<file path="src/sv/utf16_to_utf8_converter_core_assert.svh">
// ----------------------------------------------------------------------------
// UTF-16 to UTF-8 converter assertion macros
// Shared concurrent assertion forms, clocked on clock and quiet in reset.
// ----------------------------------------------------------------------------
`ifndef UTF16_TO_UTF8_CONVERTER_CORE_ASSERT_SVH
`define UTF16_TO_UTF8_CONVERTER_CORE_ASSERT_SVH

// The consequent must hold in the same cycle as the antecedent.
`define U16U8_ASSERT_NOW(label, ante, cons, msg) \
   label: assert property (@(posedge clock) disable iff (reset) (ante) |-> (cons)) \
      else $error(msg);

// The consequent must hold in the cycle after the antecedent.
`define U16U8_ASSERT_NEXT(label, ante, cons, msg) \
   label: assert property (@(posedge clock) disable iff (reset) (ante) |=> (cons)) \
      else $error(msg);

`endif

</file>
<file path="src/sv/u16u8_pkg.sv">
// ----------------------------------------------------------------------------
// UTF-16 to UTF-8 converter package
// Shared types, constants and the BMP encoding function.
// ----------------------------------------------------------------------------
`timescale 1ns / 1ps
`default_nettype none

package u16u8_pkg;

   localparam int unsigned MaxBytes = 6;

   localparam logic [15:0] HighSurrFirst = 16'hD800;
   localparam logic [15:0] HighSurrLast  = 16'hDBFF;
   localparam logic [15:0] LowSurrFirst  = 16'hDC00;
   localparam logic [15:0] LowSurrLast   = 16'hDFFF;
   localparam logic [15:0] OneByteMax    = 16'h007F;
   localparam logic [15:0] TwoByteMax    = 16'h07FF;
   localparam logic [20:0] SuppBase      = 21'h10000;

   localparam logic [7:0] Lead2 = 8'hC0;
   localparam logic [7:0] Lead3 = 8'hE0;
   localparam logic [7:0] Lead4 = 8'hF0;
   localparam logic [7:0] Cont  = 8'h80;

   typedef logic [MaxBytes-1:0][7:0] byte_list_type;

   // Up to three bytes of one BMP unit, first byte in slot 0.
   typedef struct packed {
      logic [2:0][7:0] bytes;
      logic [1:0]      count;
   } bmp_code_type;

   // Everything one accepted item produces, plus the next surrogate state.
   typedef struct packed {
      byte_list_type bytes;
      logic [2:0]    count;
      logic          hold;
      logic [15:0]   held;
   } enc_result_type;

   function automatic bmp_code_type bmp_encode(input logic [15:0] u);
      bmp_code_type r;
      r.bytes = '0;
      if (u <= OneByteMax) begin
         r.bytes[0] = u[7:0];
         r.count    = 2'd1;
      end else if (u <= TwoByteMax) begin
         r.bytes[0] = Lead2 | {3'b000, u[10:6]};
         r.bytes[1] = Cont | {2'b00, u[5:0]};
         r.count    = 2'd2;
      end else begin
         r.bytes[0] = Lead3 | {4'b0000, u[15:12]};
         r.bytes[1] = Cont | {2'b00, u[11:6]};
         r.bytes[2] = Cont | {2'b00, u[5:0]};
         r.count    = 2'd3;
      end
      return r;
   endfunction

endpackage

`default_nettype wire

</file>
<file path="src/sv/utf16_to_utf8_converter_core.sv">
// ----------------------------------------------------------------------------
// UTF-16 to UTF-8 converter core
// Converts a stream of UTF-16BE code units into a stream of UTF-8 bytes.
// ----------------------------------------------------------------------------
// Usage:
// The req_ channel carries one code unit per item in req_tdata and marks the
// final unit of a message with req_tlast. The rsp_ channel returns one UTF-8
// byte per item; rsp_tlast marks the last byte caused by one request item and
// rsp_tuser marks the final byte of the whole message. csr_wr_en writes the
// byte-mode bit, which must only change while the block is idle.
// Each accepted item is encoded in the accept cycle and loaded into a byte
// buffer; its first byte is offered on the rsp_ channel in the next cycle.
// The buffer drains one byte per cycle while the receiver is ready; an item
// loads one to six bytes into it, typically one to four.
// A high surrogate that waits for its partner produces no bytes and frees
// the input at once. The next item is taken in the same cycle as the
// previous item's last byte, so items follow back to back with no gap.
// When the receiver stalls, the current byte holds and req_tready stays low
// until the last buffered byte leaves. Reset empties the buffer, drops any
// held surrogate and returns to UTF-16 mode.
// ----------------------------------------------------------------------------
`timescale 1ns / 1ps
`default_nettype none

module utf16_to_utf8_converter_core (
   input  wire logic        clock,
   input  wire logic        reset,
   // Request channel.
   input  wire logic        req_tvalid,
   output logic             req_tready,
   input  wire logic [15:0] req_tdata,   // [15:0] code_unit
   input  wire logic        req_tlast,   // message_last
   // Result channel.
   output logic             rsp_tvalid,
   input  wire logic        rsp_tready,
   output logic [7:0]       rsp_tdata,   // [7:0] utf8_byte
   output logic             rsp_tlast,   // run_last
   output logic             rsp_tuser,   // [0] message_done
   // Configuration.
   input  wire logic        csr_wr_en,
   input  wire logic        csr_wr_data  // byte_mode
);

   `include "utf16_to_utf8_converter_core_assert.svh"

   logic                          byte_mode_ff;
   logic                          holding_ff, holding_in;
   logic [15:0]                   held_ff, held_in;

   // Byte buffer for the item currently being delivered.
   u16u8_pkg::byte_list_type      bytes_ff, bytes_in;
   logic [2:0]                    count_ff, count_in;
   logic [2:0]                    ptr_ff, ptr_in;
   logic                          last_ff, last_in;
   logic                          valid_ff, valid_in;

   u16u8_pkg::enc_result_type     enc;
   logic                          req_fire;
   logic                          rsp_fire;
   logic                          final_byte;

   u16u8_enc u_enc (
      .byte_mode    (byte_mode_ff),
      .holding      (holding_ff),
      .held         (held_ff),
      .code_unit    (req_tdata),
      .message_last (req_tlast),
      .result       (enc)
   );

   // The buffer frees up when its last byte is taken.
   assign final_byte = (ptr_ff == (count_ff - 3'd1));
   assign req_tready = !valid_ff || (rsp_tready && final_byte);
   assign req_fire   = req_tvalid && req_tready;
   assign rsp_fire   = valid_ff && rsp_tready;

   always_comb begin
      holding_in = holding_ff;
      held_in    = held_ff;
      bytes_in   = bytes_ff;
      count_in   = count_ff;
      ptr_in     = ptr_ff;
      last_in    = last_ff;
      valid_in   = valid_ff;

      if (rsp_fire) begin
         if (final_byte) begin
            valid_in = 1'b0;
         end else begin
            ptr_in = ptr_ff + 3'd1;
         end
      end

      if (req_fire) begin
         holding_in = enc.hold;
         held_in    = enc.held;
         if (enc.count != 3'd0) begin
            bytes_in = enc.bytes;
            count_in = enc.count;
            ptr_in   = 3'd0;
            last_in  = req_tlast;
            valid_in = 1'b1;
         end
      end
   end

   always_ff @(posedge clock) begin
      if (reset) begin
         byte_mode_ff <= 1'b0;
         holding_ff   <= 1'b0;
         held_ff      <= '0;
         valid_ff     <= 1'b0;
         ptr_ff       <= '0;
         count_ff     <= '0;
      end else begin
         if (csr_wr_en) begin
            byte_mode_ff <= csr_wr_data;
         end
         holding_ff <= holding_in;
         held_ff    <= held_in;
         valid_ff   <= valid_in;
         ptr_ff     <= ptr_in;
         count_ff   <= count_in;
      end
   end

   always_ff @(posedge clock) begin
      bytes_ff <= bytes_in;
      last_ff  <= last_in;
   end

   always_comb begin
      case (ptr_ff)
         3'd0:    rsp_tdata = bytes_ff[0];
         3'd1:    rsp_tdata = bytes_ff[1];
         3'd2:    rsp_tdata = bytes_ff[2];
         3'd3:    rsp_tdata = bytes_ff[3];
         3'd4:    rsp_tdata = bytes_ff[4];
         3'd5:    rsp_tdata = bytes_ff[5];
         default: rsp_tdata = '0;
      endcase
   end

   assign rsp_tvalid = valid_ff;
   assign rsp_tlast  = final_byte;
   assign rsp_tuser  = final_byte && last_ff;

   // The read pointer never runs past the bytes that were loaded.
   `U16U8_ASSERT_NOW(a_ptr_in_range, valid_ff, ptr_ff < count_ff, "byte pointer out of range")
   // A loaded buffer always holds at least one byte.
   `U16U8_ASSERT_NOW(a_count_nonzero, valid_ff, count_ff != 3'd0, "empty buffer marked valid")
   // A new item is only taken over a busy buffer when its last byte leaves.
   `U16U8_ASSERT_NOW(a_no_overrun, req_fire && valid_ff, rsp_fire && final_byte,
      "item accepted while bytes remain")
   // Only a high surrogate is ever held.
   `U16U8_ASSERT_NOW(a_held_is_high, holding_ff, held_ff[15:10] == 6'b110110,
      "held unit is not a high surrogate")
   // A held surrogate is released by the next accepted item.
   `U16U8_ASSERT_NEXT(a_hold_released, req_fire && holding_ff && !enc.hold, !holding_ff,
      "surrogate still held after release")

endmodule

`default_nettype wire

</file>
<file path="src/sv/u16u8_enc.sv">
// ----------------------------------------------------------------------------
// UTF-16 to UTF-8 item encoder
// Turns one code unit and the held surrogate into up to six UTF-8 bytes.
// ----------------------------------------------------------------------------
`timescale 1ns / 1ps
`default_nettype none

module u16u8_enc (
   input  wire logic                      byte_mode,
   input  wire logic                      holding,
   input  wire logic [15:0]               held,
   input  wire logic [15:0]               code_unit,
   input  wire logic                      message_last,
   output u16u8_pkg::enc_result_type      result
);

   u16u8_pkg::bmp_code_type held_code;
   u16u8_pkg::bmp_code_type unit_code;
   logic                    is_high;
   logic                    is_low;
   logic [20:0]             code_point;
   logic [2:0]              base;

   always_comb begin
      held_code  = u16u8_pkg::bmp_encode(held);
      unit_code  = u16u8_pkg::bmp_encode(code_unit);
      is_high    = (code_unit >= u16u8_pkg::HighSurrFirst) &&
                   (code_unit <= u16u8_pkg::HighSurrLast);
      is_low     = (code_unit >= u16u8_pkg::LowSurrFirst) &&
                   (code_unit <= u16u8_pkg::LowSurrLast);
      code_point = {1'b0, held[9:0], code_unit[9:0]} + u16u8_pkg::SuppBase;
      base       = holding ? 3'd3 : 3'd0;

      result       = '0;
      result.hold  = 1'b0;
      result.held  = '0;

      if (holding) begin
         result.bytes[0] = held_code.bytes[0];
         result.bytes[1] = held_code.bytes[1];
         result.bytes[2] = held_code.bytes[2];
      end

      if (byte_mode) begin
         result.bytes[base] = code_unit[7:0];
         result.count       = base + 3'd1;
      end else if (holding && is_low) begin
         // A surrogate pair becomes one supplementary code point.
         result.bytes[0] = u16u8_pkg::Lead4 | {5'b00000, code_point[20:18]};
         result.bytes[1] = u16u8_pkg::Cont | {2'b00, code_point[17:12]};
         result.bytes[2] = u16u8_pkg::Cont | {2'b00, code_point[11:6]};
         result.bytes[3] = u16u8_pkg::Cont | {2'b00, code_point[5:0]};
         result.count    = 3'd4;
      end else if (is_high && !message_last) begin
         result.hold  = 1'b1;
         result.held  = code_unit;
         result.count = base;
      end else begin
         result.bytes[base]        = unit_code.bytes[0];
         result.bytes[base + 3'd1] = unit_code.bytes[1];
         result.bytes[base + 3'd2] = unit_code.bytes[2];
         result.count              = base + {1'b0, unit_code.count};
      end
   end

endmodule

`default_nettype wire
</file>
<file path="config.mk">
export PLATFORM = sky130hd
export DESIGN_NAME = utf16_to_utf8_converter_core
export DESIGN_NICKNAME = d
export VERILOG_FILES = /design/src/sv/u16u8_pkg.sv /design/src/sv/utf16_to_utf8_converter_core.sv /design/src/sv/u16u8_enc.sv
export VERILOG_INCLUDE_DIRS = /design/src /design/src/sv
export SDC_FILE = /design/constraint.sdc
export NUM_CORES = 1
export LEC_CHECK = 0
export ABC_CLOCK_PERIOD_IN_PS = 9470
export BUFFER_PORTS_ARGS = -buffer_cell sky130_fd_sc_hd__buf_2
export CORE_MARGIN = 3
export CORE_UTILIZATION = 45
export CTS_BUF_LIST = sky130_fd_sc_hd__clkbuf_2
export DETAILED_ROUTE_END_ITERATION = 16
export PLACE_DENSITY = 0.73
export SETUP_SLACK_MARGIN = 0.02
export SLEW_MARGIN = 20
export SYNTH_ARGS = -nofsm -noshare
export SYNTH_HDL_FRONTEND = slang
export SYNTH_SLANG_ARGS = --single-unit
</file>
<file path="constraint.sdc">
create_clock -name clock -period 9.47 [get_ports clock]
set_input_delay 0.4735 -clock clock [delete_from_list [all_inputs] [get_ports clock]]
set_output_delay 0.4735 -clock clock [all_outputs]
set_load 0.02 [all_outputs]
</file>
# Word-level counts from Yosys, hierarchy flattened
# Index checks and enable logic that the tools add are counted.
totals:
  ff_bits: 74
  latchBits: 0
  mem_bits_rw: 0
  mem_bits_ro: 0
  inputBits: 23
  out_inout_bits: 12
  word_cells: 93
  n_memories: 0
op_classes:
  add_sub_neg: 6
  multipliers: 0
  n_div: 0
  magnitude_cmp: 14
  n_eq_ne: 6
  shifts: 0
  mux: 37
  n_bitwise: 0
  n_reduce_logical: 17
op_table:
  columns: ["op", "count"]
  rows:
  - ["bitwise mux 48 bit", 4]
  - ["two-way mux 16 bit", 5]
  - ["demux 8 bit (select 3 bit)", 3]
  - ["two-way mux 17 bit", 3]
  - ["two-way mux 51 bit", 1]
  - ["two-way mux 48 bit", 1]
  - ["case mux 8 bit (6 select lines)", 1]
  - ["two-way mux 8 bit", 5]
  - ["two-way mux 35 bit", 1]
  - [">= comparator 16 bit (second input constant)", 2]
  - ["less-or-equal comparator 16 x 11 -> 1 bit (second input constant)", 2]
  - ["less-or-equal comparator 16 bit (second input constant)", 2]
  - ["less-or-equal comparator 16 x 7 -> 1 bit (second input constant)", 2]
  - ["two-way mux 24 bit", 1]
  - ["adder 20 x 17 -> 21 bit (second input constant)", 1]
  - ["two-way mux 10 bit", 2]
  - ["two-way mux 3 bit", 5]
  - ["less-than comparator 3 x 4 -> 1 bit (second input constant)", 3]
  - ["logical AND 1 bit", 11]
  - [">= comparator 3 x 1 -> 1 bit (second input constant)", 3]
  - ["adder 3 x 1 -> 3 bit (second input constant)", 2]
  - ["== test 3 x 2 -> 1 bit (second input constant)", 2]
  - ["== test 3 bit (second input constant)", 2]
  - ["two-way mux 1 bit", 4]
  - ["other kinds (11)", 12]

# Depth between registers and ports, before layout
# Gate-level depths: netlist (run 1).
logic_depth:
  word_depth: 14
  depth_mapped: 13
  ltp_nobuf: 12

# Modules after synthesis
# Synthesis (run 1) repeated with hierarchy kept, for this count alone.
hier_totals:
  hier_cells: 437
  area_unflattened_um2: 4305.4
modules_own_cells:
  columns: ["mod", "instances", "cells_per_inst", "area_per_inst_um2", "seq_area_each_um2"]
  rows:
  - ["utf16_to_utf8_converter_core", 1, 194, 2851.5, 1971.9]
  - ["u16u8_enc", 1, 243, 1453.9, 0.0]

# Worst setup path before layout (run 1)
# OpenSTA, ideal clock, no wires.
synth_path:
  path_kind: "input to register"
  start: "in req_tdata[12]"
  end: "reg count_ff[1]"
  setup_time_ns: 0.121
  arrival_ns: 3.452
  t_required_ns: 9.349
  setup_slack_ns: 5.897
  cell_stages: 12
  path_buffers: 1
  cell_sequence: "or4_4 -> or2_2 -> buf_2 -> nor2_4 -> ha_1 -> xor2_1 -> nand2_1 -> or2_2 -> a211oi_1 -> nand2b_1 -> inv_2 -> mux2_2"
synth_between:
  elab_chain_len: 9
synth_lines:
  columns: ["element", "line", "rtl"]
  rows:
  - ["start: declaration", "utf16_to_utf8_converter_core.sv:31", "input wire logic [15:0] req_tdata,"]
  - ["less-or-equal comparator 16 x 11 -> 1 bit", "u16u8_pkg.sv:47", "end else if (u <= TwoByteMax) begin"]
  - ["two-way mux 16 bit", "u16u8_pkg.sv:47", null]
  - ["two-way mux 10 bit", "u16u8_pkg.sv:44", "if (u <= OneByteMax) begin"]
  - ["adder 3 x 2 -> 3 bit", "u16u8_enc.sv:62", "result.count = base + {1'b0, unit_code.count};"]
  - ["two-way mux 3 bit", "u16u8_enc.sv:54", "end else if (is_high && !message_last) begin"]
  - ["two-way mux 35 bit (*)", "u16u8_enc.sv:47", "end else if (holding && is_low) begin"]
  - ["two-way mux 51 bit (*)", "u16u8_enc.sv:44", "if (byte_mode) begin"]
  - ["nonzero test 3 bit", "utf16_to_utf8_converter_core.sv:97", "if (enc.count != 3'd0) begin"]
  - ["AND reduction 2 bit (no source line)", null, null]
  - ["end signal: assignment", "utf16_to_utf8_converter_core.sv:123", "count_ff <= count_in;"]
  - ["end: declaration", "utf16_to_utf8_converter_core.sv:52", "logic [2:0] count_ff, count_in;"]
# Mark *: on every way between the ends. The rest lies on a longest branch, timed or not.
# A chain may end at the register's enable or synchronous reset.

# Final worst setup path (run 1)
layout_path:
  start: "reg ptr_ff[2]"
  end: "out rsp_tdata[3]"
layout_between:
  elab_chain_len: 2
layout_lines:
  columns: ["element", "line", "rtl"]
  rows:
  - ["start: declaration", "utf16_to_utf8_converter_core.sv:53", "logic [2:0] ptr_ff, ptr_in;"]
  - ["start signal: assignment", "utf16_to_utf8_converter_core.sv:122", "ptr_ff <= ptr_in;"]
  - ["== test 3 bit (tied with other cells)", "utf16_to_utf8_converter_core.sv:133", "case (ptr_ff)"]
  - ["case mux 8 bit (6 select lines) (*)", "utf16_to_utf8_converter_core.sv:133", null]
  - ["end: declaration", "utf16_to_utf8_converter_core.sv:36", "output logic [7:0] rsp_tdata,"]
# Marks and branches as above.

==> flow_metrics.env, run 1 <==
export IMPL_outcome="completed"
export IMPL_worst_pin_slew_ns=0.9557
export IMPL_period_share_pct=40.74
export IMPL_synth_simple_gate_area_share_pct=18.53
export IMPL_power_leakage_uw=0.001660
export IMPL_syn2layout_area_growth_pct=7.805
export IMPL_critPathCaptureType="primary output"
export IMPL_fraction_of_layout_cells_with_a_size_suffix_above_1_pct=15.23
export IMPL_floorplan_initialDensity_pct=47.54
export IMPL_post_route_cell_area_sq_um=4338
export IMPL_worstSetupStartpoint="ptr_ff[2]$_SDFF_PP0_"
export IMPL_routed_vias_inst=6.283
export IMPL_r2r_worst_path_cells=6
export IMPL_drt_iter0_markers=373
export IMPL_die_area_sq_um=10110
export IMPL_final_net_count=482
export IMPL_timing_critical_path_required_ns=9.00
export IMPL_grt_use_total_pct=22.94
export IMPL_syn_num_nets=462
export IMPL_cts_tree="yes"
export IMPL_hold_path_depth=3
export IMPL_stdcell_count=558
export IMPL_post_synth_main_area_contributors="edfxtp_1 34%, dfxtp_1 12%, nor2_1 6.5%"
export IMPL_antenna_found_initial=0
export IMPL_yosysSeqAreaShare_pct=46.02
export IMPL_placeableCoreArea_sq_um=8464
export IMPL_worst_case_vdd_ir_drop_v=0.00006895
export IMPL_post_synth_mux_area_share_pct=3.172
export IMPL_maxUsedRoutingLayer="met4"
export IMPL_fmax_ghz=0.2592
export IMPL_die_width_um=100.6
export IMPL_synth_lib_cells_used_distinct=62
export IMPL_wirelength_mm=10.86
export IMPL_grt_remaining_overflow=0
export IMPL_fill_cells=776
export IMPL_ioPinCount=35
export IMPL_routedWlPerCell_um=19.46
export IMPL_async_reset_ff_share_pct=0
export IMPL_numClockSinks=70
export IMPL_finalMaxSlewViolations=0
export IMPL_hold_worst_slack_ns=0.1767
export IMPL_dp_cells=542
export IMPL_tns_ns=0
export IMPL_post_synth_inst_count=428
export IMPL_drt_first_pass_iters=5
export IMPL_critical_path_start_end_classification="reg -> out"
export IMPL_synth_warning_count=0
export IMPL_r2r_setup_slack_ns=6.11
export IMPL_max_slew_headroom_pct=36.20
export IMPL_synth_top_area_share_pct=33.58
export IMPL_pre_cts_ws_ns=5.441
export IMPL_path_clk_slew_ns=0.20
export IMPL_cts_repair_resized=0
export IMPL_route_antenna_remaining_nets=0
export IMPL_ys_dominant_reg_cell="edfxtp_1"
export IMPL_cp_num_cells=7
export IMPL_routed_via_count=3506
export IMPL_worst_path_dominant_cell_family="flip-flops"
export IMPL_numPortBuffers=34
export IMPL_timing_hold_violations_final=0
export IMPL_syn_avg_cell_area_sq_um=9.402
export IMPL_slowest_stage_cell_on_the_critical_path="dfxtp_1"
export IMPL_final_critical_path_setup_slack_ns=5.612
export IMPL_met3RoutedLength_mm=1.042
export IMPL_m1WireLength_mm=4.703
export IMPL_synth_fa_ha_area_share_pct=3.420
export IMPL_yosysTopAreaCell="edfxtp_1"
export IMPL_synth_ff_latch_count=70
export IMPL_dpl_cell_area_sq_um=4220
export IMPL_power_per_cell_area_nw_per_um2=140.3
export IMPL_gp_routability_congestion=0.9246
export IMPL_cts_buffers=9
export IMPL_cts_root_cell="clkbuf_2"
export IMPL_synth_top_cells_by_count="70 x nor2_1, 46 x a21oi_1, 45 x edfxtp_1"
export IMPL_synth_xor_area_share_pct=1.897
export IMPL_setup_viol=0
export IMPL_ctsHoldBuffers=0
export IMPL_post_dp_hpwl_mm=7.844
export IMPL_global_route_wire_length_before_repair_mm=17.84
export IMPL_hold_path_startpoint="csr_wr_data"
export IMPL_cts_max_level=3
export IMPL_detail_route_drc_violations=0
export IMPL_number_of_enable_type_register_cells_in_the_synthesized_netlist=45
export IMPL_synth_top_family_by_area="compound AO/OA/AOI/OAI gates"
export IMPL_synth_compound_gate_area_share_pct=22.85
export IMPL_library_cell_with_the_highest_instance_count_after_synthesis="nor2_1"
export IMPL_critPathMostFrequentCell="a21oi_1"
export IMPL_placement_rows=33
export IMPL_clk_insertion_delay_late_ns=0.51
export IMPL_met2_length_mm=4.803
export IMPL_die_h_um=100.6
export IMPL_cp_slowest_stage_delay_ns=0.89
export IMPL_crit_buf_inv=2
export IMPL_timing_max_cap_violations=0
export IMPL_post_cts_buffers=0
export IMPL_r2r_start="ptr_ff[2]$_SDFF_PP0_"
export IMPL_timing_hold_worst_class="in -> reg"
export IMPL_cts_root_to_sink_buffers=2
export IMPL_crit_arrival_ns=3.38
export IMPL_diodes=0
export IMPL_critical_path_peak_fanout=22
export IMPL_grt_max_degree=50
export IMPL_worstSetupStartpointType="flop"
export IMPL_final_period_minus_worst_setup_slack_ns=3.858
export IMPL_timing_critical_path_cells="clkinv_1 -> ha_1 -> a222oi_1 -> nand2b_1 -> a21oi_1 -> a21oi_1 -> buf_2"
export IMPL_first_global_vias=3328
export IMPL_grt_setup_unrepaired="false"
export IMPL_syn_area_sq_um=4024
export IMPL_finalClockSkew_ns=0.02386
through the flow:
stage	util [%]	power, uW
final	51.25	608.5
after global routing	51.25	638.7
after CTS	51.15	610.8
after detailed placement	49.86	444.6
after global placement	49.86	442.8
after floorplan	-	412.7
flip-flops by register name, summed over array words and instances (netlist names):
signal and cells:
bytes_ff 44, count_ff 3, last_ff 1, byte_mode_ff 1, rsp_tvalid 1, ptr_ff 3
held_ff 16, holding_ff 1
cells by family (layout without fill, tap and decap cells):
| logic type | after synthesis | count (layout) |
|---|---|---|
| and+or+nand+nor | 152 | 152 |
| AOI/OAI and AO/OA | 136 | 136 |
| DFF | 70 | 70 |
| buffers and inverters | 40 | 65 |
| muxes | 12 | 12 |
| adders and majority gates | 11 | 11 |
| xor gates and xnor gates | 7 | 7 |
path summary, 6_finish.rpt:
kind,end
max,rsp_tdata[3]
min,byte_mode_ff$_SDFFE_PP0P_
max reg2reg,count_ff[1]$_SDFFE_PP0P_
min reg2reg,count_ff[2]$_SDFFE_PP0P_
cell type report:
type / count / area, sq um / share of cell area, %
clock buffers: 9 / 45.04 / 1.038
clock inverters: 7 / 63.81 / 1.471
inverters: 14 / 52.55 / 1.211
multi-input cells: 318 / 2016 / 46.47
flip-flops and latches: 70 / 1852 / 42.69
well taps: 105 / 131.4 / 3.029
repair buffers: 35 / 177.7 / 4.096
power breakdown:
| part | total [uW] | leakage [uW] | switching, uW | internal, uW |
|---|---|---|---|---|
| Sequential | 349 | 0.000640 | 7.17 | 342 |
| Clock | 169 | 0.0000671 | 110 | 59.2 |
| Combinational | 90.0 | 0.000953 | 58.6 | 31.3 |
| Total | 608 | 0.00166 | 176 | 433 |
layer usage:
| layer | up-vias | track usage, % |
|---|---|---|
| met5 | - | 0 |
| met4 | 0 | 9.845 |
| met3 | 36 | 5.121 |
| met2 | 199 | 33.79 |
| met1 | 1628 | 32.41 |
| li1 | 1643 | - |
worst register-to-register path, cell delays in order, from the launching register on:
cell      delay (ns)
dfxtp_1         0.89
xor3_1          0.38
o41ai_4         0.49
and2_1          0.28
nand2b_1        0.12
inv_2           0.71
mux2_2          0.41
cell usage in the layout, fill, tap and decap left out, types with 3 or more instances in the layout:
cell,netlist,final
clkbuf_2,1,9
and2_1,5,5
or2_2,4,4
nand2b_1,8,8
nand3_1,5,5
a211oi_1,3,3
and3_1,9,9
clkinv_1,1,3
nor2b_1,4,4
buf_2,5,34
o21ai_0,22,22
a221oi_1,7,7
mux2_2,6,6
dfxtp_1,25,25
nand2_1,22,22
a32oi_1,4,4
o211ai_1,5,5
nor2_1,70,69
nor3_1,8,8
a222oi_1,5,5
a22oi_1,14,14
ha_1,11,11
o22a_1,3,3
a21o_1,3,3
xnor2_1,4,4
mux2i_1,6,6
edfxtp_1,45,45
nor4_1,5,4
a21oi_1,46,46
inv_1,12,12
a41oi_1,3,3
Note: power is estimated with default switching activity, not from simulation.
==> run 2: changes to the inputs <==
- ABC_AREA: unset -> 1
- ABC_CLOCK_PERIOD_IN_PS: 9470 -> 3100
- PLACE_DENSITY: 0.73 -> 0.75
- clock period: 9.47 -> 3.1 ns (I/O delays scaled with it)
==> flow_metrics.env, run 2 <==
export IMPL_outcome="completed"
export IMPL_ys_dominant_reg_cell="edfxtp_1"
export IMPL_largest_register="bytes_ff"
export IMPL_grt_max_degree=50
export IMPL_layout_top_registers="bytes_ff (44), held_ff (16)"
export IMPL_timing_rr_end="bytes_ff[31]$_DFFE_PP_"
export IMPL_ioPinCount=35
export IMPL_power_per_cell_area_nw_per_um2=435.8
export IMPL_diodes=0
export IMPL_die_width_um=101.9
export IMPL_detail_route_drc_violations=0
export IMPL_grt_remaining_overflow=0
export IMPL_critPathCaptureType="flop"
export IMPL_die_h_um=101.9
export IMPL_worst_case_vdd_ir_drop_v=0.0002682
export IMPL_critical_path_peak_fanout=49
export IMPL_post_cts_buffers=0
export IMPL_grt_setup_unrepaired="false"
export IMPL_async_reset_ff_share_pct=0
export IMPL_floorplan_initialDensity_pct=46.79
export IMPL_library_cell_with_the_highest_instance_count_after_synthesis="nand2_1"
export IMPL_synth_ff_latch_count=70
export IMPL_global_route_wire_length_before_repair_mm=18.58
export IMPL_hold_end="holding_ff$_SDFFE_PP0P_"
export IMPL_finalMaxSlewViolations=0
export IMPL_placement_rows=34
export IMPL_yosysTopAreaCell="edfxtp_1"
export IMPL_worstSetupStartpointType="input pin"
export IMPL_syn_avg_cell_area_sq_um=7.977
export IMPL_worst_pin_slew_ns=0.7416
export IMPL_wirelength_mm=11.40
export IMPL_path_clk_slew_ns=0.22
export IMPL_route_antenna_remaining_nets=0
export IMPL_timing_max_cap_violations=0
export IMPL_yosysSeqAreaShare_pct=44.73
export IMPL_r2r_worst_path_cells=11
export IMPL_post_synth_inst_count=519
export IMPL_routed_via_count=3800
export IMPL_fmax_ghz=0.3776
export IMPL_routed_vias_inst=5.588
export IMPL_routedWlPerCell_um=16.77
export IMPL_critical_path_start_end_classification="in -> reg"
export IMPL_cts_root_to_sink_buffers=2
export IMPL_hold_path_depth=4
export IMPL_flip_flop_count_of_the_largest_register_all_copies_and_words_added=44
export IMPL_first_global_vias=3663
export IMPL_final_net_count=601
export IMPL_setup_viol=0
export IMPL_tns_ns=0
export IMPL_grt_use_total_pct=23.42
export IMPL_numClockSinks=70
export IMPL_synth_top_cells_by_count="131 x nand2_1, 62 x inv_1, 45 x edfxtp_1"
export IMPL_gp_routability_congestion=0.9808
export IMPL_mostFrequentLayoutCell="nand2_1"
export IMPL_dp_cells=651
export IMPL_number_of_enable_type_register_cells_in_the_synthesized_netlist=45
export IMPL_antenna_found_initial=0
export IMPL_clk_insertion_delay_late_ns=0.52
export IMPL_post_dp_hpwl_mm=8.765
export IMPL_power_leakage_uw=0.002005
export IMPL_timing_hold_worst_class="in -> reg"
export IMPL_stdcell_count=680
export IMPL_placeableCoreArea_sq_um=8848
export IMPL_syn_area_sq_um=4140
export IMPL_synth_lib_cells_used_distinct=38
export IMPL_r2r_start="count_ff[0]$_SDFFE_PP0P_"
export IMPL_syn_num_nets=553
export IMPL_cts_root_cell="clkbuf_2"
export IMPL_drt_first_pass_iters=5
export IMPL_cts_tree="yes"
export IMPL_drt_iter0_markers=484
export IMPL_total_power_uw=2015
export IMPL_highest_count_cells_in_the_layout_ignoring_fill_and_taps="131 x nand2_1, 62 x inv_1, 45 x edfxtp_1"
export IMPL_cts_max_level=3
export IMPL_timing_critical_path_required_ns=3.25
export IMPL_finalClockSkew_ns=0.03102
export IMPL_max_slew_headroom_pct=50.50
export IMPL_syn2layout_area_growth_pct=11.70
export IMPL_r2r_setup_slack_ns=0.49
export IMPL_fraction_of_layout_cells_with_a_size_suffix_above_1_pct=15.21
export IMPL_die_area_sq_um=10390
export IMPL_post_synth_main_area_contributors="edfxtp_1 33%, dfxtp_1 12%, nand2_1 12%"
export IMPL_cts_repair_resized=0
export IMPL_timing_hold_violations_final=0
export IMPL_cts_buffers=9
export IMPL_synth_warning_count=0
export IMPL_crit_arrival_ns=2.80
export IMPL_hold_path_startpoint="req_tvalid"
export IMPL_synth_top_area_share_pct=32.64
export IMPL_final_period_minus_worst_setup_slack_ns=2.649
export IMPL_period_share_pct=85.44
export IMPL_numPortBuffers=34
run 2: cells by family after synthesis:
family                   count (synthesis)  share of synthesized area [%]
AO/OA/AOI/OAI                          104                          14.72
adder cells (fa/ha/maj)                 11                          3.324
buffers and inverters                   85                          8.401
AND/OR/NAND/NOR                        241                          27.14
XOR/XNOR                                 8                          1.692
flip-flops                              70                          44.73
run 2: power by group:
group	total, uW	switching [uW]	internal, uW	leakage, uW
Combinational	421	287	134	0.00130
Sequential	1140	36.1	1100	0.000651
Clock	457	352	105	0.0000520
Total	2020	675	1340	0.00200
run 2: routing by layer:
metal / global-route usage (%) / vias to the layer above / part of all wire, %
met5: 0 / - / 0
met4: 7.669 / 0 / 2.7
met2: 37.42 / 168 / 47
met1: 31.69 / 1747 / 43
met3: 5.324 / 24 / 7.7
li1: - / 1861 / -
run 2: timing repair:
item	in CTS	in global routing
hold buffers	13	0
setup endpoints to repair	0	0
endpoints found under the hold margin	12	0
run 2: how the worst max path moves through the flow:
stage	start	to	depth (start not counted)
floorplan	count_ff[0]$_SDFFE_PP0P_	bytes_ff[0]$_DFFE_PP_	11
global placement	req_tdata[15]	bytes_ff[30]$_DFFE_PP_	12
detailed placement	req_tdata[7]	bytes_ff[1]$_DFFE_PP_	11
CTS	count_ff[0]$_SDFFE_PP0P_	bytes_ff[26]$_DFFE_PP_	11
global route	req_tdata[7]	bytes_ff[26]$_DFFE_PP_	12
finish	req_tdata[7]	bytes_ff[31]$_DFFE_PP_	12
run 2: cell type report:
| class | count | area [sq um] |
|---|---|---|
| clock buffer | 9 | 45.04 |
| clock inverter | 7 | 48.80 |
| fill | 869 | 4224 |
| inverter | 70 | 265.3 |
| multi-input combinational | 364 | 1941 |
| sequential | 70 | 1852 |
| tap | 108 | 135.1 |
| timing repair buffer | 52 | 337.8 |
run 2: worst max-delay path, stage by stage:
cell and delay (ns):
dlygate4sd3_1 0.53, buf_2 0.16, inv_1 0.11, nand3_1 0.15, nor2_2 0.24, inv_2 0.14, ha_1 0.19, or2_2 0.28
a21oi_1 0.22, nand2_1 0.11, nand2_2 0.13, nand2_4 0.34
run 2: through the flow:
step	cell area, sq um	utilization (%)	hold WS [ns]	setup slack [ns]
floorplan	4140	-	0.2343	0.9368
global placement	4400	49.73	0.3497	0.6142
detailed placement	4400	49.73	0.3506	0.5253
CTS	4624	52.26	0.001004	0.4954
global route	4624	52.26	0.01381	0.3004
finish	4624	52.26	0.02301	0.4515
==> run 3: changes to the inputs <==
- SYNTH_HIERARCHICAL: unset -> 1
==> flow_metrics.env, run 3 <==
export IMPL_outcome="completed"
export IMPL_timing_critical_path_required_ns=2.94
export IMPL_fraction_of_layout_cells_with_a_size_suffix_above_1_pct=12.14
export IMPL_synth_simple_gate_area_share_pct=32.58
export IMPL_fill_cells=1012
export IMPL_synth_ff_latch_count=74
export IMPL_clk_insertion_delay_late_ns=0.52
export IMPL_power_leakage_uw=0.002380
export IMPL_grt_setup_unrepaired="false"
export IMPL_first_global_vias=4002
export IMPL_ioPinCount=35
export IMPL_post_synth_inst_count=613
export IMPL_largest_register="bytes_ff"
export IMPL_final_period_minus_worst_setup_slack_ns=2.502
export IMPL_power_sequential_fraction_pct=53.1
export IMPL_dpl_cell_area_sq_um=4817
export IMPL_ys_dominant_reg_cell="edfxtp_1"
export IMPL_detail_route_drc_violations=0
export IMPL_post_dp_hpwl_mm=9.854
export IMPL_timing_hold_violations_final=0
export IMPL_die_h_um=107.1
export IMPL_synth_compound_gate_area_share_pct=10.21
export IMPL_synth_top_family_by_area="simple AND/OR/NAND/NOR gates"
export IMPL_drt_first_pass_iters=6
export IMPL_grt_remaining_overflow=0
export IMPL_layout_top_registers="bytes_ff (48), held_ff (16)"
export IMPL_post_synth_main_area_contributors="edfxtp_1 32%, nand2_1 16%, dfxtp_1 11%"
export IMPL_power_per_cell_area_nw_per_um2=428.3
export IMPL_library_cell_with_the_highest_instance_count_after_synthesis="nand2_1"
export IMPL_cts_root_cell="clkbuf_2"
export IMPL_timing_max_cap_violations=0
export IMPL_synth_warning_count=6
export IMPL_grt_use_total_pct=23.38
export IMPL_highest_count_cells_in_the_layout_ignoring_fill_and_taps="191 x nand2_1, 74 x inv_1, 57 x nand3_1"
export IMPL_setup_viol=0
export IMPL_flip_flop_count_of_the_largest_register_all_copies_and_words_added=48
export IMPL_die_area_sq_um=11460
export IMPL_critical_path_peak_fanout=8
export IMPL_routed_vias_inst=5.403
export IMPL_synth_top_cells_by_count="191 x nand2_1, 75 x inv_1, 57 x nand3_1"
export IMPL_fmax_ghz=0.3997
export IMPL_cts_root_to_sink_buffers=2
export IMPL_grt_max_degree=50
export IMPL_power_report_internal_total_uw=1493
export IMPL_syn2layout_area_growth_pct=8.846
export IMPL_drt_iter0_markers=398
export IMPL_netSwitchingPower_uw=650.5
export IMPL_cts_buffers=9
export IMPL_regArea_sq_um=1972
export IMPL_critPathCaptureType="primary output"
export IMPL_post_route_cell_area_sq_um=5004
export IMPL_finalMaxSlewViolations=0
export IMPL_worst_case_vdd_ir_drop_v=0.0002020
export IMPL_cts_repair_resized=0
export IMPL_finalClockSkew_ns=0.03410
export IMPL_route_antenna_remaining_nets=0
export IMPL_synth_fa_ha_area_share_pct=2.994
export IMPL_diodes=0
export IMPL_post_synth_mux_area_share_pct=0
export IMPL_hold_path_depth=5
export IMPL_worstSetupStartpointType="flop"
export IMPL_routed_via_count=4236
export IMPL_timing_hold_worst_class="in -> reg"
export IMPL_combPwrFrac_pct=16.2
export IMPL_cts_tree="yes"
export IMPL_synth_lib_cells_used_distinct=40
export IMPL_final_net_count=680
export IMPL_synth_xor_area_share_pct=0.7621
export IMPL_synth_top_area_share_pct=32.01
export IMPL_crit_arrival_ns=2.35
export IMPL_yosysTopAreaCell="edfxtp_1"
export IMPL_placement_rows=36
export IMPL_syn_area_sq_um=4597
export IMPL_multi_input_combinational_cell_area_sq_um=2162
export IMPL_path_clk_slew_ns=0.23
export IMPL_period_share_pct=80.71
export IMPL_numClockSinks=74
export IMPL_cts_max_level=3
export IMPL_async_reset_ff_share_pct=0
export IMPL_antenna_found_initial=0
export IMPL_placeableCoreArea_sq_um=9864
export IMPL_die_width_um=107.1
export IMPL_numPortBuffers=34
export IMPL_number_of_enable_type_register_cells_in_the_synthesized_netlist=49
export IMPL_routedWlPerCell_um=16.59
export IMPL_gp_routability_congestion=0.9457
export IMPL_critical_path_start_end_classification="reg -> out"
export IMPL_mostFrequentLayoutCell="nand2_1"
export IMPL_tns_ns=0
export IMPL_r2r_worst_path_cells=10
export IMPL_switching_share_pct=30.35
export IMPL_global_route_wire_length_before_repair_mm=20.68
export IMPL_wirelength_mm=13.01
export IMPL_yosysSeqAreaShare_pct=42.90
export IMPL_syn_avg_cell_area_sq_um=7.499
export IMPL_floorplan_initialDensity_pct=46.60
export IMPL_clock_power_share_pct=30.7
## run 3: cell count changes in the layout (fill, tap and decap cells not counted), sizes merged, moves of 9 or more
cell         change
inv             +10
a31oi           -14
nand2           +58
nand3           +36
dlygate4sd3      -9
nor2             +9
## run 3: kinds of logic (layout without fill, tap and decap cells)
kind of cell,after synthesis,count (layout)
AOI/OAI and AO/OA,81,81
adders and majority gates,11,11
DFF,74,74
buffers and inverters,106,139
other,1,6
xor gates and xnor gates,4,4
and+or+nand+nor,336,336
## run 3: layout make-up
class                      count  area share (%)
tap                          133           3.326
clock inverter                 7           2.026
multi-input combinational    438           43.21
timing repair buffer          42           5.051
clock buffer                   9          0.9002
sequential                    74           39.41
inverter                      81           6.077
## run 3: per-layer routing
layer	GRT usage, %	share of wire [%]	up-vias
li1	-	-	2074
met1	32.98	45	1945
met2	34.85	44	185
met3	4.937	8.1	32
met4	9.589	2.9	0
met5	0	0	-
## run 3: critical path: stages, from the launching register on
cell and delay [ns]:
dfxtp_1 0.51, inv_2 0.08, ha_1 0.22, nand2_1 0.07, inv_1 0.14, nand2_1 0.11
nand2_1 0.05, a221oi_1 0.32, nand3_1 0.16, buf_2 0.19
## run 3: stage by stage
step / hold WS [ns] / setup WS, ns / power, uW / cells / utilization [%]
finish: 0.06682 / 0.5980 / 2143 / 784 / 50.72
CTS: 0.02092 / 0.5346 / 2153 / 784 / 50.72
detailed placement: 0.3679 / 0.6546 / 1499 / 764 / 48.83
global route: 0.04057 / 0.4240 / 2240 / 784 / 50.72
global placement: 0.3523 / 0.7071 / 1490 / 764 / 48.83
floorplan: 0.2491 / 0.2513 / 1390 / 618 / -
## run 3: power by group through the flow
stage	logic (uW)	clock network, uW	registers [uW]
floorplan	234	0	1160
global placement	333	0	1160
detailed placement	339	0	1160
CTS	345	671	1140
global route	385	711	1140
finish	347	658	1140
## run 3: final timing paths
kind | from | endpoint | slack [ns]
max | ptr_ff[0]$_SDFF_PP0_ | rsp_tdata[7] | 0.60
min | req_tdata[9] | held_ff[9]$_SDFFE_PP0P_ | 0.07
max reg2reg | byte_mode_ff$_SDFFE_PP0P_ | bytes_ff[11]$_DFFE_PP_ | 0.75
min reg2reg | held_ff[10]$_SDFFE_PP0P_ | held_ff[10]$_SDFFE_PP0P_ | 0.48
## run 3: repair_timing
| action | CTS | global route |
|---|---|---|
| hold buffers | 4 | 0 |
| endpoints found under the hold margin | 17 | 0 |
| setup buffers | 0 | 0 |
